<file path="src/rtl/bdpl_pkg.sv">
// Shared types and constants for the button debounce block.
package bdpl_pkg;

  localparam int unsigned KEY_W   = 8;
  localparam int unsigned DELAY_W = 16;
  localparam int unsigned CFG_W   = 16;

  localparam logic [KEY_W-1:0]   ENABLE_MASK_RESET = 8'hFF;
  localparam logic [DELAY_W-1:0] LONG_DELAY_RESET  = 16'd100;

  typedef enum logic [1:0] {
    OP_TICK    = 2'd0,
    OP_PRESS   = 2'd1,
    OP_LONG    = 2'd2,
    OP_RELEASE = 2'd3
  } bdpl_op_t;

  typedef enum logic {
    CFG_ENABLE_MASK = 1'b0,
    CFG_LONG_DELAY  = 1'b1
  } bdpl_cfg_idx_t;

  typedef struct packed {
    bdpl_op_t          operation;
    logic [KEY_W-1:0]  raw_pins;
    logic [KEY_W-1:0]  query_mask;
  } bdpl_item_t;

  typedef struct packed {
    logic [KEY_W-1:0]  answer_keys;
    logic [KEY_W-1:0]  debounced_keys;
  } bdpl_result_t;

  typedef struct packed {
    logic [KEY_W-1:0]   enable_mask;
    logic [DELAY_W-1:0] long_delay;
  } bdpl_cfg_t;

endpackage

</file>
<file path="src/rtl/bdpl_core.sv">
// Key state: vertical-counter debounce, press/long/release flags and the repeat counter.
module bdpl_core import bdpl_pkg::*; (
  input  logic         clk,
  input  logic         rst_n,
  input  logic         item_fire,
  input  bdpl_item_t   item,
  input  bdpl_cfg_t    cfg,
  output bdpl_result_t result
);

  logic               phase_r,    phase_nxt;
  logic [KEY_W-1:0]   cnt_lo_r,   cnt_lo_nxt;
  logic [KEY_W-1:0]   cnt_hi_r,   cnt_hi_nxt;
  logic [KEY_W-1:0]   stable_r,   stable_nxt;
  logic [KEY_W-1:0]   press_r,    press_nxt;
  logic [KEY_W-1:0]   long_r,     long_nxt;
  logic [KEY_W-1:0]   latch_r,    latch_nxt;
  logic [DELAY_W-1:0] repeat_r,   repeat_nxt;
  logic               all_rel_r,  all_rel_nxt;

  // debounce step terms
  logic [KEY_W-1:0]   held, diff, flip, db_lo, db_hi, db_stable;
  logic [DELAY_W-1:0] rep_base, rep_dec;
  logic               rel_base;
  logic [KEY_W-1:0]   answer;
  logic               rel_hit;

  always_comb begin
    held      = ~item.raw_pins & cfg.enable_mask;
    diff      = stable_r ^ held;
    db_lo     = ~(cnt_lo_r & diff);
    db_hi     = db_lo ^ (cnt_hi_r & diff);
    flip      = diff & db_lo & db_hi;
    db_stable = stable_r ^ flip;
    // reload while nothing is held, then count down with wrap
    rep_base  = (db_stable == '0) ? cfg.long_delay : repeat_r;
    rel_base  = (db_stable == '0) ? 1'b1 : all_rel_r;
    rep_dec   = rep_base - DELAY_W'(1);
    rel_hit   = ((latch_r & item.query_mask) != '0) && ((stable_r & item.query_mask) == '0);
  end

  always_comb begin
    phase_nxt   = phase_r;
    cnt_lo_nxt  = cnt_lo_r;
    cnt_hi_nxt  = cnt_hi_r;
    stable_nxt  = stable_r;
    press_nxt   = press_r;
    long_nxt    = long_r;
    latch_nxt   = latch_r;
    repeat_nxt  = repeat_r;
    all_rel_nxt = all_rel_r;
    answer      = '0;
    unique case (item.operation)
      OP_TICK: begin
        phase_nxt = ~phase_r;
        if (!phase_r) begin
          cnt_lo_nxt  = db_lo;
          cnt_hi_nxt  = db_hi;
          stable_nxt  = db_stable;
          press_nxt   = press_r | (db_stable & flip);
          repeat_nxt  = rep_dec;
          all_rel_nxt = rel_base;
          if ((rep_dec == '0) && rel_base) begin
            long_nxt    = long_r | db_stable;
            all_rel_nxt = 1'b0;
          end
        end
      end
      OP_PRESS: begin
        answer = item.query_mask & press_r;
        if (answer != '0) begin
          latch_nxt = answer;
          press_nxt = press_r & ~answer;
        end
      end
      OP_LONG: begin
        answer   = item.query_mask & long_r;
        long_nxt = long_r & ~answer;
      end
      OP_RELEASE: begin
        if (rel_hit) begin
          latch_nxt = latch_r & ~item.query_mask;
          answer    = KEY_W'(1);
        end
      end
      default: answer = '0;
    endcase
  end

  assign result.answer_keys    = answer;
  assign result.debounced_keys = stable_nxt;

  always_ff @(posedge clk) begin
    if (!rst_n) begin
      phase_r   <= 1'b0;
      cnt_lo_r  <= '0;
      cnt_hi_r  <= '0;
      stable_r  <= '0;
      press_r   <= '0;
      long_r    <= '0;
      latch_r   <= '0;
      repeat_r  <= '0;
      all_rel_r <= 1'b0;
    end else if (item_fire) begin
      phase_r   <= phase_nxt;
      cnt_lo_r  <= cnt_lo_nxt;
      cnt_hi_r  <= cnt_hi_nxt;
      stable_r  <= stable_nxt;
      press_r   <= press_nxt;
      long_r    <= long_nxt;
      latch_r   <= latch_nxt;
      repeat_r  <= repeat_nxt;
      all_rel_r <= all_rel_nxt;
    end
  end

  a_release_is_bit : assert property (@(posedge clk) disable iff (!rst_n)
    (item_fire && item.operation == OP_RELEASE) |-> (result.answer_keys[KEY_W-1:1] == '0))
    else $error("release answer wider than one bit");

  a_press_cleared : assert property (@(posedge clk) disable iff (!rst_n)
    (item_fire && item.operation == OP_PRESS) |=> ((press_r & $past(result.answer_keys)) == '0))
    else $error("press flags not cleared after read");

  a_tick_zero : assert property (@(posedge clk) disable iff (!rst_n)
    (item_fire && item.operation == OP_TICK) |-> (result.answer_keys == '0))
    else $error("tick returned a nonzero answer");

  a_idle_hold : assert property (@(posedge clk) disable iff (!rst_n)
    !item_fire |=> ($stable(stable_r) && $stable(repeat_r) && $stable(latch_r)))
    else $error("key state changed without a transfer");

endmodule

</file>
<file path="src/rtl/button_debounce_press_long_release.sv">
// Top level: input register, key state core, result register and configuration registers.
//
//   port group | direction | transfer when
//   in_*       | in        | in_valid && !in_stall
//   out_*      | out       | out_valid && !out_stall
//   cfg_*      | in        | cfg_we
//
// One item per cycle sustained while out_stall is low; an item passes the input register, then
// the key state logic and the result register; out_stall can hold it in the input register.
// Synchronous active-low reset clears the key state and restores the configuration defaults.
// out_stall backs up into in_stall the same cycle only when both registers are full.
module button_debounce_press_long_release import bdpl_pkg::*; (
  input  logic               clk,
  input  logic               rst_n,
  input  logic               in_valid,
  output logic               in_stall,
  input  logic [1:0]         in_operation,
  input  logic [KEY_W-1:0]   in_raw_pins,
  input  logic [KEY_W-1:0]   in_query_mask,
  output logic               out_valid,
  input  logic               out_stall,
  output logic [KEY_W-1:0]   out_answer_keys,
  output logic [KEY_W-1:0]   out_debounced_keys,
  input  logic               cfg_we,
  input  logic               cfg_index,
  input  logic [CFG_W-1:0]   cfg_wdata
);

  bdpl_cfg_t    cfg_r;
  bdpl_item_t   item_r;
  logic         item_v_r;
  bdpl_result_t res_r;
  logic         out_v_r;
  bdpl_result_t res_nxt;
  logic         out_ready, item_fire, in_take;

  assign out_ready = !out_v_r || !out_stall;
  assign item_fire = item_v_r && out_ready;
  assign in_stall  = item_v_r && !out_ready;
  assign in_take   = in_valid && !in_stall;

  always_ff @(posedge clk) begin
    if (!rst_n) begin
      cfg_r.enable_mask <= ENABLE_MASK_RESET;
      cfg_r.long_delay  <= LONG_DELAY_RESET;
    end else if (cfg_we) begin
      unique case (bdpl_cfg_idx_t'(cfg_index))
        CFG_ENABLE_MASK: cfg_r.enable_mask <= cfg_wdata[KEY_W-1:0];
        CFG_LONG_DELAY:  cfg_r.long_delay  <= cfg_wdata[DELAY_W-1:0];
        default:         cfg_r             <= cfg_r;
      endcase
    end
  end

  always_ff @(posedge clk) begin
    if (!rst_n) begin
      item_v_r <= 1'b0;
      out_v_r  <= 1'b0;
    end else begin
      if (in_take) begin
        item_v_r <= 1'b1;
      end else if (item_fire) begin
        item_v_r <= 1'b0;
      end
      if (item_fire) begin
        out_v_r <= 1'b1;
      end else if (!out_stall) begin
        out_v_r <= 1'b0;
      end
    end
  end

  always_ff @(posedge clk) begin
    if (in_take) begin
      item_r.operation  <= bdpl_op_t'(in_operation);
      item_r.raw_pins   <= in_raw_pins;
      item_r.query_mask <= in_query_mask;
    end
    if (item_fire) begin
      res_r <= res_nxt;
    end
  end

  bdpl_core u_core (
    .clk       (clk),
    .rst_n     (rst_n),
    .item_fire (item_fire),
    .item      (item_r),
    .cfg       (cfg_r),
    .result    (res_nxt)
  );

  assign out_valid          = out_v_r;
  assign out_answer_keys    = res_r.answer_keys;
  assign out_debounced_keys = res_r.debounced_keys;

  a_stall_full : assert property (@(posedge clk) disable iff (!rst_n)
    in_stall |-> (item_v_r && out_v_r))
    else $error("input stalled with room in the pipeline");

  a_item_held : assert property (@(posedge clk) disable iff (!rst_n)
    (item_v_r && !out_ready) |=> (item_v_r && $stable(item_r)))
    else $error("pending item lost while output stalled");

  a_result_source : assert property (@(posedge clk) disable iff (!rst_n)
    $rose(out_v_r) |-> $past(item_v_r))
    else $error("result appeared without an item");

endmodule
</file>
<file path="config.mk">
export PLATFORM = sky130hd
export DESIGN_NAME = button_debounce_press_long_release
export DESIGN_NICKNAME = d
export VERILOG_FILES = /design/src/rtl/bdpl_pkg.sv /design/src/rtl/bdpl_core.sv /design/src/rtl/button_debounce_press_long_release.sv
export SDC_FILE = /design/constraint.sdc
export NUM_CORES = 1
export LEC_CHECK = 0
export BUFFER_PORTS_ARGS = -buffer_cell sky130_fd_sc_hd__buf_2
export CAP_MARGIN = 20
export CORE_MARGIN = 2
export CORE_UTILIZATION = 54
export DETAILED_ROUTE_END_ITERATION = 7
export PLACE_DENSITY = 0.82
export SETUP_SLACK_MARGIN = 0.5
export SYNTH_ARGS = -nofsm -noshare
export SYNTH_HDL_FRONTEND = slang
export SYNTH_SLANG_ARGS = --single-unit
</file>
<file path="constraint.sdc">
create_clock -name clk -period 3.5 [get_ports clk]
set_input_delay 0.35 -clock clk [delete_from_list [all_inputs] [get_ports clk]]
set_output_delay 0.35 -clock clk [all_outputs]
set_load 0.01 [all_outputs]
</file>
# Word level (Yosys, flattened, before mapping)
# Cells that the tools add are included.
# W data, S select, Z words.
word_totals:
  mem_bits_rw: 0
  elab_cells: 99
  register_bits: 126
  mem_bits_ro: 0
  output_inout_bits: 18
  n_memories: 0
  latchBits: 0
classes:
  n_div: 0
  shifts: 0
  n_addsub: 1
  bitwise: 25
  mul: 0
  magnitude_cmp: 0
  n_reduce_logical: 27
  eq_ne: 8
  muxes: 20
op_table:
  columns: ["op", "count"]
  rows:
  - ["$and A8 B8 Y8", 13]
  - ["$mux W8", 8]
  - ["$pmux W8 S2", 3]
  - ["$not A8 Y8", 5]
  - ["$pmux W8 S3", 1]
  - ["$xor A8 B8 Y8", 3]
  - ["$logic_not A16 Y1", 1]
  - ["$logic_not A8 Y1", 2]
  - ["$mux W16", 1]
  - ["$or A8 B8 Y8", 2]
  - ["$reduce_bool A8 Y1", 2]
  - ["$sub A16 B1 Y16 const B", 1]
  - ["$reduce_and A4 Y1", 3]
  - ["$ne A2 B1 Y1 const B", 4]
  - ["$reduce_bool A2 Y1", 4]
  - ["$mux W1", 7]
  - ["$reduce_and A2 Y1", 3]
  - ["$logic_and A1 B1 Y1", 5]
  - ["$eq A2 B2 Y1 const B", 2]
  - ["$logic_not A1 Y1", 4]
  - ["$reduce_and A3 Y1", 1]
  - ["$eq A2 B1 Y1 const B", 1]
  - ["$logic_not A2 Y1", 1]
  - ["$ne A2 B2 Y1 const B", 1]
  - ["2 further kinds", 3]

# Longest topological paths before layout
# Gate-level depths: netlist of the first run.
logic_depth:
  depth_word: 16
  depth_mapped: 12

# Modules after synthesis
# From an unflattened synthesis of the first run, not the netlist that was laid out.
unflattened:
  cells_unflattened: 699
  area_unflattened_um2: 6417.4
modules_own_cells:
  columns: ["mod", "seq_area_each_um2", "cells_each", "area_each_um2", "instances"]
  rows:
  - ["bdpl_core", 1321.3, 548, 4291.6, 1]
  - ["button_debounce_press_long_release", 1541.5, 151, 2125.8, 1]

# Least setup slack after synthesis of the first run
# Ideal clock, no wire load.
synth_path:
  kind: "flip-flop to flip-flop"
  from: "register item_r[15] (netlist bit)"
  to: "register u_core.long_r[0]"
  synth_period_minus_slack_ns: 3.395
  path_buffers: 0
  t_arrival_ns: 3.327
  stages_incl_launch_ff: 12
  setup_slack_ns: 0.105
  setup_time_ns: 0.067
  path_cell_list: "edfxtp_1 nor2b_1 xnor2_1 nor3_1 ha_1 nand4_1 or4_4 a22oi_4 o211ai_2 or4b_1 or4_4 o21ai_2"
synth_between:
  elab_chain_len: 15
  word_cells_on_any_way: 18
  cone_classes: "add/sub: 1; eq/ne: 1; mux: 2; bitwise: 10; reduce/logical: 4"
synth_rtl:
  columns: ["element", "line_no", "source"]
  rows:
  - ["start: declaration", "button_debounce_press_long_release.sv:30", "bdpl_item_t item_r;"]
  - ["$not A8 Y8 *", "bdpl_core.sv:29", "held = ~item.raw_pins & cfg.enable_mask;"]
  - ["$and A8 B8 Y8 *", "bdpl_core.sv:29", null]
  - ["$xor A8 B8 Y8 *", "bdpl_core.sv:30", "diff = stable_r ^ held;"]
  - ["$and A8 B8 Y8", "bdpl_core.sv:31", "db_lo = ~(cnt_lo_r & diff);"]
  - ["$not A8 Y8", "bdpl_core.sv:31", null]
  - ["$and A8 B8 Y8 / $xor A8 B8 Y8 (equally long branches)", "bdpl_core.sv:33, bdpl_core.sv:32", null]
  - ["$and A8 B8 Y8 *", "bdpl_core.sv:33", "flip = diff & db_lo & db_hi;"]
  - ["$xor A8 B8 Y8 *", "bdpl_core.sv:34", "db_stable = stable_r ^ flip;"]
  - ["$logic_not A8 Y1 *", "bdpl_core.sv:36, bdpl_core.sv:37", null]
  - ["$mux W16", "bdpl_core.sv:36", "rep_base = (db_stable == '0) ? cfg.long_delay : repeat_r;"]
  - ["$sub A16 B1 Y16", "bdpl_core.sv:38", "rep_dec = rep_base - DELAY_W'(1);"]
  - ["$logic_not A16 Y1", "bdpl_core.sv:63", "if ((rep_dec == '0) && rel_base) begin"]
  - ["$logic_and A1 B1 Y1 *", "bdpl_core.sv:63", null]
  - ["$ne A2 B1 Y1 (no line) *", null, null]
  - ["$reduce_and A4 Y1 (no line) *", null, null]
  - ["end signal: assignment", "bdpl_core.sv:110", "long_r <= long_nxt;"]
  - ["end: declaration", "bdpl_core.sv:16", "logic [KEY_W-1:0] long_r, long_nxt;"]
# Every way passes the cells marked *; elsewhere a longest branch is shown, timed or not.
# A chain may end at the register's enable or synchronous reset.

# Worst setup path after layout of the first run
layout_path:
  from: "register item_r[8] (netlist bit)"
  to: "register u_core.long_r[1]"
# Same word-level chain as after synthesis.

==> summary.md, run 1 <==
| Metric | Value |
|---|---|
| Top_reg_cell synth | `dfxtp_1` |
| Hold_buf cts | `0` |
| Antenna violations before repair | `0` |
| H-tree depth | `4` |
| Largest net degree at the start of global routing | `69` |
| Filler cells | `811` |
| Clock Latency Late Sink | `420 ps` |
| Share of cells above drive strength 1 | `23.8%` |
| WL final | `16900 um` |
| Hold path endpoint | `item_r[6]$_DFFE_PP_` |
| Netlist cell types | `63` |
| Antenna-violating nets left | `0` |
| Sequential share of the synthesized area | `46.5%` |
| Clk_skew | `6.72 ps` |
| CTS tree | `built` |
| Fin util | `66.6%` |
| Slew headroom | `56.8%` |
| Final hold vios | `0` |
| Die H | `111 um` |
| PD cells | `529 nW/um2` |
| #FFs+latches synth | `126` |
| # diodes | `0` |
| First-pass DRT Iterations | `5` |
| Commonest non-fill, non-tap cell in the layout | `nand2_1` |
| R2R depth | `11` |
| First-pass GRT wire length | `27600 um` |
| CP Launch Type | `flop` |
| Nets | `808` |
| Worst r2r src | `item_r[8]$_DFFE_PP_` |
| Setup violators final | `0` |
| Post-Syn Area per Cell | `8.98 um2` |
| Core Rows | `39` |
| Crit-path cells | `nor2b_1 -> xnor2_1 -> nor3_1 -> ha_1 -> nand4_1 -> or4_4 -> a22oi_4 -> o211ai_2 -> or4b_4 -> or4_4 -> o21ai_2` |
| Core area | `11300 um2` |
| Mapped Cells | `686` |
| CP endpoint kind | `flop` |
| Synth Warn # | `0` |
| VDD IR max | `0.000386 V` |
| Worst Path Required | `3860 ps` |
| Crit Reg-Reg Endpoint | `u_core.long_r[1]$_SDFFE_PN0P_` |
| Total track usage | `28.1%` |
| Initial detailed-routing violation count | `723` |
| Vias in the first global route | `5494` |
| Slew Viols, Final | `0` |
| Critical path class | `reg2reg` |
| Via density | `6.20` |
| Total Power | `3.97 mW` |
| Routability cong. | `0.942` |
| Deepest clock path buffer count | `2` |
| Non-Filler Instances | `916` |
| I/O Pins | `58` |
| R2R Setup Slk | `10 ps` |
| # DRC | `0` |
| Root Driver | `clkbuf_16` |
| Asr flop ratio synth | `0%` |
| Hold Startpoint | `in_query_mask[6]` |
| Leakage dissipation | `2.87 nW` |
| CP arrival | `3850 ps` |
| Critical Path Max Stage Delay | `600 ps` |
| EDFF count, synth | `34` |
| PortBufs | `57` |
| WL per Instance | `18.5 um` |
| Min Tclk post-route | `3490 ps` |
| Worst-path fanout max | `5` |
| Fraction of the cycle the final worst path needs | `99.6%` |
| Max frequency | `287 MHz` |
| Setup_tns | `0 ps` |
| TritonCTS buffer count | `17` |
| WHS Path Cells | `1` |
| Syn_nets | `734` |
| Initial Util | `54.7%` |
| Max-Cap Viols | `0` |
| Outcome | `completed` |
| Cell Area, Synth | `6160 um2` |
| Residual overflow from global routing | `0` |
| Placed insts | `855` |
| HPWL after detailed placement | `10900 um` |
| Slowest cell on crit path | `or4_4` |
| Most used cell, CP | `or4_4` |
| CTS Sinks | `126` |
| Reg clk slew, reported paths | `60 ps` |
| Worst slew pin tran | `648 ps` |
| Die area | `12300 um2` |
| Layout area overhead | `21.7%` |
| Unrepaired setup endpoints after global routing | `yes` |
| Routed vias | `5681` |
| Most frequent cells in the layout | `nand2_1, dfxtp_1, buf_2` |
| Min-Delay Path Class | `in2reg` |
| Die width | `111 um` |
[critical path, delay by kind of cell (launching register included)]
family	cells	cell delay, ps
simple gates	6	2060
xor+xnor	1	170
fa+ha+maj	1	340
compound gates	3	490
flops	1	370
[routing by layer]
metal / GRT usage, % / vias up / wire length [um]
met3: 6.62 / 53 / 1630
met2: 43.5 / 345 / 8010
met4: 11.5 / 0 / 443
met1: 38.1 / 2646 / 6850
li1: - / 2637 / -
met5: 0 / - / 0
[power breakdown]
part,internal (mW),leakage (nW),switching (mW)
sequential,1.56,1.08,0.0699
clock,1.10,0.288,0.687
combinational,0.256,1.50,0.295
total,2.92,2.87,1.05
[cells by family (layout without fill, tap and decap cells)]
| kind of cell | count (synthesis) | after routing | share of synthesized area, % |
|---|---|---|---|
| xor+xnor | 15 | 15 | 2.13 |
| buf+inv | 60 | 147 | 4.47 |
| fa+ha+maj | 8 | 8 | 1.62 |
| flops | 126 | 126 | 46.5 |
| mux | 4 | 4 | 0.650 |
| compound gates | 175 | 175 | 20.8 |
| simple gates | 298 | 298 | 23.9 |
[flip-flops by register name, indices dropped and copies added (netlist names)]
register / count
u_core.phase_r: 1
out_debounced_keys: 8
u_core.stable_r: 8
item_v_r: 1
out_valid: 1
u_core.latch_r: 8
u_core.press_r: 8
out_answer_keys: 8
u_core.cnt_lo_r: 8
u_core.repeat_r: 16
cfg_r: 24
item_r: 18
u_core.cnt_hi_r: 8
u_core.long_r: 8
u_core.all_rel_r: 1
[layout make-up]
cell class / count / area, um2 / area share, %
inverters: 15 / 56.3 / 0.750
well taps: 143 / 179 / 2.38
clock inverters: 13 / 151 / 2.02
clock buffers: 19 / 454 / 6.05
multi-input cells: 500 / 3190 / 42.5
repair buffers: 100 / 612 / 8.16
flip-flops and latches: 126 / 2860 / 38.2
[what timing repair did]
item | in CTS | in global routing
gates resized for setup | 19 | 17
buffers inserted | 19 | 10
pin swaps | 14 | 8
endpoints found under the setup margin | 12 | 13
[through the flow]
| step | setup slack [ps] | instance area [um2] | hold WS, ps |
|---|---|---|---|
| final | 13.4 | 7500 | 102 |
| after global routing | -158 | 7500 | 87.7 |
| after CTS | 138 | 7350 | 94.9 |
| after detailed placement | -75.7 | 6520 | 451 |
| after global placement | 121 | 6520 | 446 |
| after floorplan | 303 | 6160 | 433 |
[cell usage after synthesis (4+ instances only)]
cell	instances	area share [%]
nand2_1	112	6.8
dfxtp_1	92	30
nor2_1	43	2.6
nor2b_1	37	3.8
clkbuf_1	36	2.2
edfxtp_1	34	17
a21boi_0	31	3.8
a22oi_1	30	3.7
nand3_1	30	2.4
nor3_1	28	2.3
o21ai_0	26	2.1
a21oi_1	23	1.9
inv_1	14	0.85
xnor2_1	13	1.8
o21a_1	11	1.3
o211a_1	10	1.6
ha_1	8	1.6
o31a_1	8	1.1
nor4_1	7	0.71
o211ai_1	7	0.85
nand4_1	6	0.61
o21ai_2	5	0.71
a221oi_1	4	0.57
and2_1	4	0.41
mux2i_1	4	0.65
or4_4	4	0.73
[how the worst max path moves through the flow]
stage | from | endpoint | slack, ps | cells past startpoint
after CTS | item_r[11]$_DFFE_PP_ | u_core.long_r[1]$_SDFFE_PN0P_ | 140 | 11
after global placement | item_r[11]$_DFFE_PP_ | u_core.long_r[5]$_SDFFE_PN0P_ | 120 | 11
after detailed placement | item_r[13]$_DFFE_PP_ | u_core.long_r[0]$_SDFFE_PN0P_ | -80 | 11
after global routing | item_r[8]$_DFFE_PP_ | u_core.long_r[5]$_SDFFE_PN0P_ | -160 | 11
after floorplan | item_r[9]$_DFFE_PP_ | u_core.long_r[0]$_SDFFE_PN0P_ | 300 | 11
final | item_r[8]$_DFFE_PP_ | u_core.long_r[1]$_SDFFE_PN0P_ | 10 | 11
Note: power is estimated with default switching activity, not from simulation.
==> run 2: changes to the inputs <==
--- a/config.mk
+++ b/config.mk
@@ -9,7 +9,7 @@
 export CAP_MARGIN = 20
 export CORE_MARGIN = 2
-export CORE_UTILIZATION = 54
+export CORE_UTILIZATION = 59
 export DETAILED_ROUTE_END_ITERATION = 7
-export PLACE_DENSITY = 0.82
+export PLACE_DENSITY = 0.84
 export SETUP_SLACK_MARGIN = 0.5
 export SYNTH_ARGS = -nofsm -noshare
==> constraint.sdc (replaced) <==
create_clock -name clk -period 3.35 [get_ports clk]
set_input_delay 0.335 -clock clk [delete_from_list [all_inputs] [get_ports clk]]
set_output_delay 0.335 -clock clk [all_outputs]
set_load 0.1 [all_outputs]
==> run 2 against run 1 <==
Compared with the run above: the flow now finishes with violations (negative setup slack); sequential power up 4%; global-route usage increased by 4.0 points; non-clock buffer count is 41 higher; core utilization increased by 11 points; fmax grew 0.40%; cell count grew 3.7%.
==> summary.md, run 2 (synthesized netlist as in run 1, its figures left out) <==
| Metric | Value |
|---|---|
| Die area | `11300 um2 (-8.2%)` |
| CTS Sinks | `126 (unchanged)` |
| WL per Instance | `19.5 um (+5.4%)` |
| Core Rows | `37 (-5.1%)` |
| VDD IR max | `0.000417 V (+8.0%)` |
| Largest Register | `cfg_r` |
| Most frequent cells in the layout | `nand2_1, dfxtp_1, buf_2, buf_4, nor2_1` |
| CP Launch Type | `flop` |
| Initial Util | `60.2% (+5.6 points)` |
| Slew headroom | `53.6% (-3.1 points)` |
| Routability cong. | `0.964 (+2.3%)` |
| Worst-path fanout max | `5 (unchanged)` |
| Largest net degree at the start of global routing | `56 (-19%)` |
| Critical path class | `reg2reg` |
| Slowest cell on crit path | `or4b_4` |
| Placed insts | `883 (+3.3%)` |
| Crit-path cells | `nor2b_2 -> xnor2_2 -> nor3_2 -> ha_1 -> nand4_1 -> buf_4 -> or4_4 -> a22oi_4 -> o211ai_2 -> or4b_4 -> or4_4 -> o21ai_2` |
| Most used cell, CP | `or4_4` |
| Clock Latency Late Sink | `540 ps (+120 ps)` |
| PD cells | `534 nW/um2 (+0.99%)` |
| Core area | `10200 um2 (-9.2%)` |
| Fin util | `77.4% (+11 points)` |
| # diodes | `0 (unchanged)` |
| Clk_skew | `11.2 ps (+4.45 ps)` |
| HPWL after detailed placement | `11400 um (+3.9%)` |
| Worst slew pin tran | `689 ps (+40.9 ps)` |
| Biggest regs | `cfg_r x24, item_r x18, u_core.repeat_r x16` |
| Worst Path Required | `3830 ps (-30 ps)` |
| Non-Filler Instances | `950 (+3.7%)` |
| Initial detailed-routing violation count | `632 (-13%)` |
| TritonCTS buffer count | `17 (unchanged)` |
| Commonest non-fill, non-tap cell in the layout | `nand2_1` |
| Max frequency | `288 MHz (+0.40%)` |
| DP Worst Slack | `-68.5 ps (+7.21 ps)` |
| Routed vias | `5891 (+3.7%)` |
| Leakage dissipation | `3.08 nW (+7.3%)` |
| Reg clk slew, reported paths | `60 ps (about the same)` |
| WHS | `23.7 ps (-78.8 ps)` |
| Antenna-violating nets left | `0 (unchanged)` |
| # DRC | `0 (unchanged)` |
| CP arrival | `3950 ps (+100 ps)` |
| Area of the multi-input gates | `3250 um2 (+2.0%)` |
| Setup violators final | `5 (+5)` |
| Unrepaired setup endpoints after global routing | `yes` |
| First-pass DRT Iterations | `7 (+2)` |
| Final hold vios | `0 (unchanged)` |
| Via density | `6.20 (about the same)` |
| WL final | `18500 um (+9.3%)` |
| CTS tree | `built` |
| Critical Path Max Stage Delay | `500 ps (-100 ps)` |
| Nets | `849 (+5.1%)` |
| Share of cells above drive strength 1 | `26.0% (+2.2 points)` |
| Flip-flop and latch area | `2860 um2 (unchanged)` |
| PortBufs | `57 (unchanged)` |
| Outcome | `complete, but fails checks` |
| Die width | `106 um (-4.2%)` |
| Failing checks | `negative setup slack` |
| Min-Delay Path Class | `in2reg` |
| Fraction of the cycle the final worst path needs | `104% (+4.0 points)` |
| Filler cells | `650 (-20%)` |
| Total track usage | `32.1% (+4.0 points)` |
| Layout area overhead | `28.4%` |
| Max reg flops | `24 (unchanged)` |
| Slew Viols, Final | `0 (unchanged)` |
| I/O Pins | `58 (unchanged)` |
| Min Tclk post-route | `3470 ps (-14.0 ps)` |
| Residual overflow from global routing | `0 (unchanged)` |
| Vias in the first global route | `5564 (+1.3%)` |
| CP endpoint kind | `flop` |
| Die H | `106 um (-4.2%)` |
| H-tree depth | `4 (unchanged)` |
| Deepest clock path buffer count | `2 (unchanged)` |
| Antenna violations before repair | `0 (unchanged)` |
| Root Driver | `clkbuf_8` |
| Max-Cap Viols | `0 (unchanged)` |
| First-pass GRT wire length | `28100 um (+1.9%)` |
| Total Power | `4.23 mW (+6.6%)` |
| Final worst setup slack | `-123 ps (-136 ps)` |
-- run 2: cell count changes in the layout (fill, tap and decap cells not counted), moves of 2 or more --
cell,change
nor2b_2,+2
nor4_4,+2
buf_4,+15
clkbuf_16,-2
buf_6,+7
clkbuf_8,+2
inv_6,-2
dlygate4sd3_1,+18
-- run 2: metrics by stage --
stage / setup TNS [ps] / instance area [um2]
2_1_floorplan: 0 / 6160
3_3_place_gp: 0 / 6780
3_5_place_dp: -332 / 6780
4_1_cts: 0 / 7710
5_1_grt: -1140 / 7920
6_report: -604 / 7920
-- run 2: repair_timing --
item                       CTS  global route
setup endpoints to repair   12            14
pin swaps                    7            12
hold endpoints to repair    18             0
hold buffers                18             0
gates resized for setup     19            32
setup buffers               13             4
-- run 2: worst paths after layout --
kind	slack, ps	to	depth (start not counted)	startpoint
max	-120	u_core.long_r[5]$_SDFFE_PN0P_	12	item_r[14]$_DFFE_PP_
min	20	item_v_r$_SDFFE_PN0P_	2	in_valid
max reg2reg	-120	u_core.long_r[5]$_SDFFE_PN0P_	12	item_r[14]$_DFFE_PP_
min reg2reg	470	cfg_r[18]$_SDFFE_PN1P_	2	cfg_r[18]$_SDFFE_PN1P_
-- run 2: critical path: cells and delay by family (launching register included) --
kind,cells,cell delay [ps]
AND/OR/NAND/NOR,6,1890
AO/OA/AOI/OAI,3,470
flip-flops,1,380
adder cells (fa/ha/maj),1,310
buffers and inverters,1,210
XOR/XNOR,1,150
-- run 2: area by class of cell --
type | count | area share, %
tap | 136 | 2.15
inverter | 15 | 0.711
sequential | 126 | 36.2
clock inverter | 13 | 1.75
timing repair buffer | 141 | 12.7
multi-input combinational | 500 | 41.1
clock buffer | 19 | 5.45
-- run 2: metal layers --
metal  part of all wire [%]  GRT usage (%)  vias up
li1                       -              -     2701
met1                     41           42.6     2773
met2                     47           51.3      351
met3                    9.2           6.81       66
met4                    3.0           12.9        0
met5                      0              0        -
-- run 2: where the power goes --
part / leakage, nW / internal (mW) / total [mW] / switching [mW]
Combinational: 1.73 / 0.321 / 0.742 / 0.421
Sequential: 1.08 / 1.63 / 1.70 / 0.0674
Clock: 0.268 / 1.08 / 1.79 / 0.714
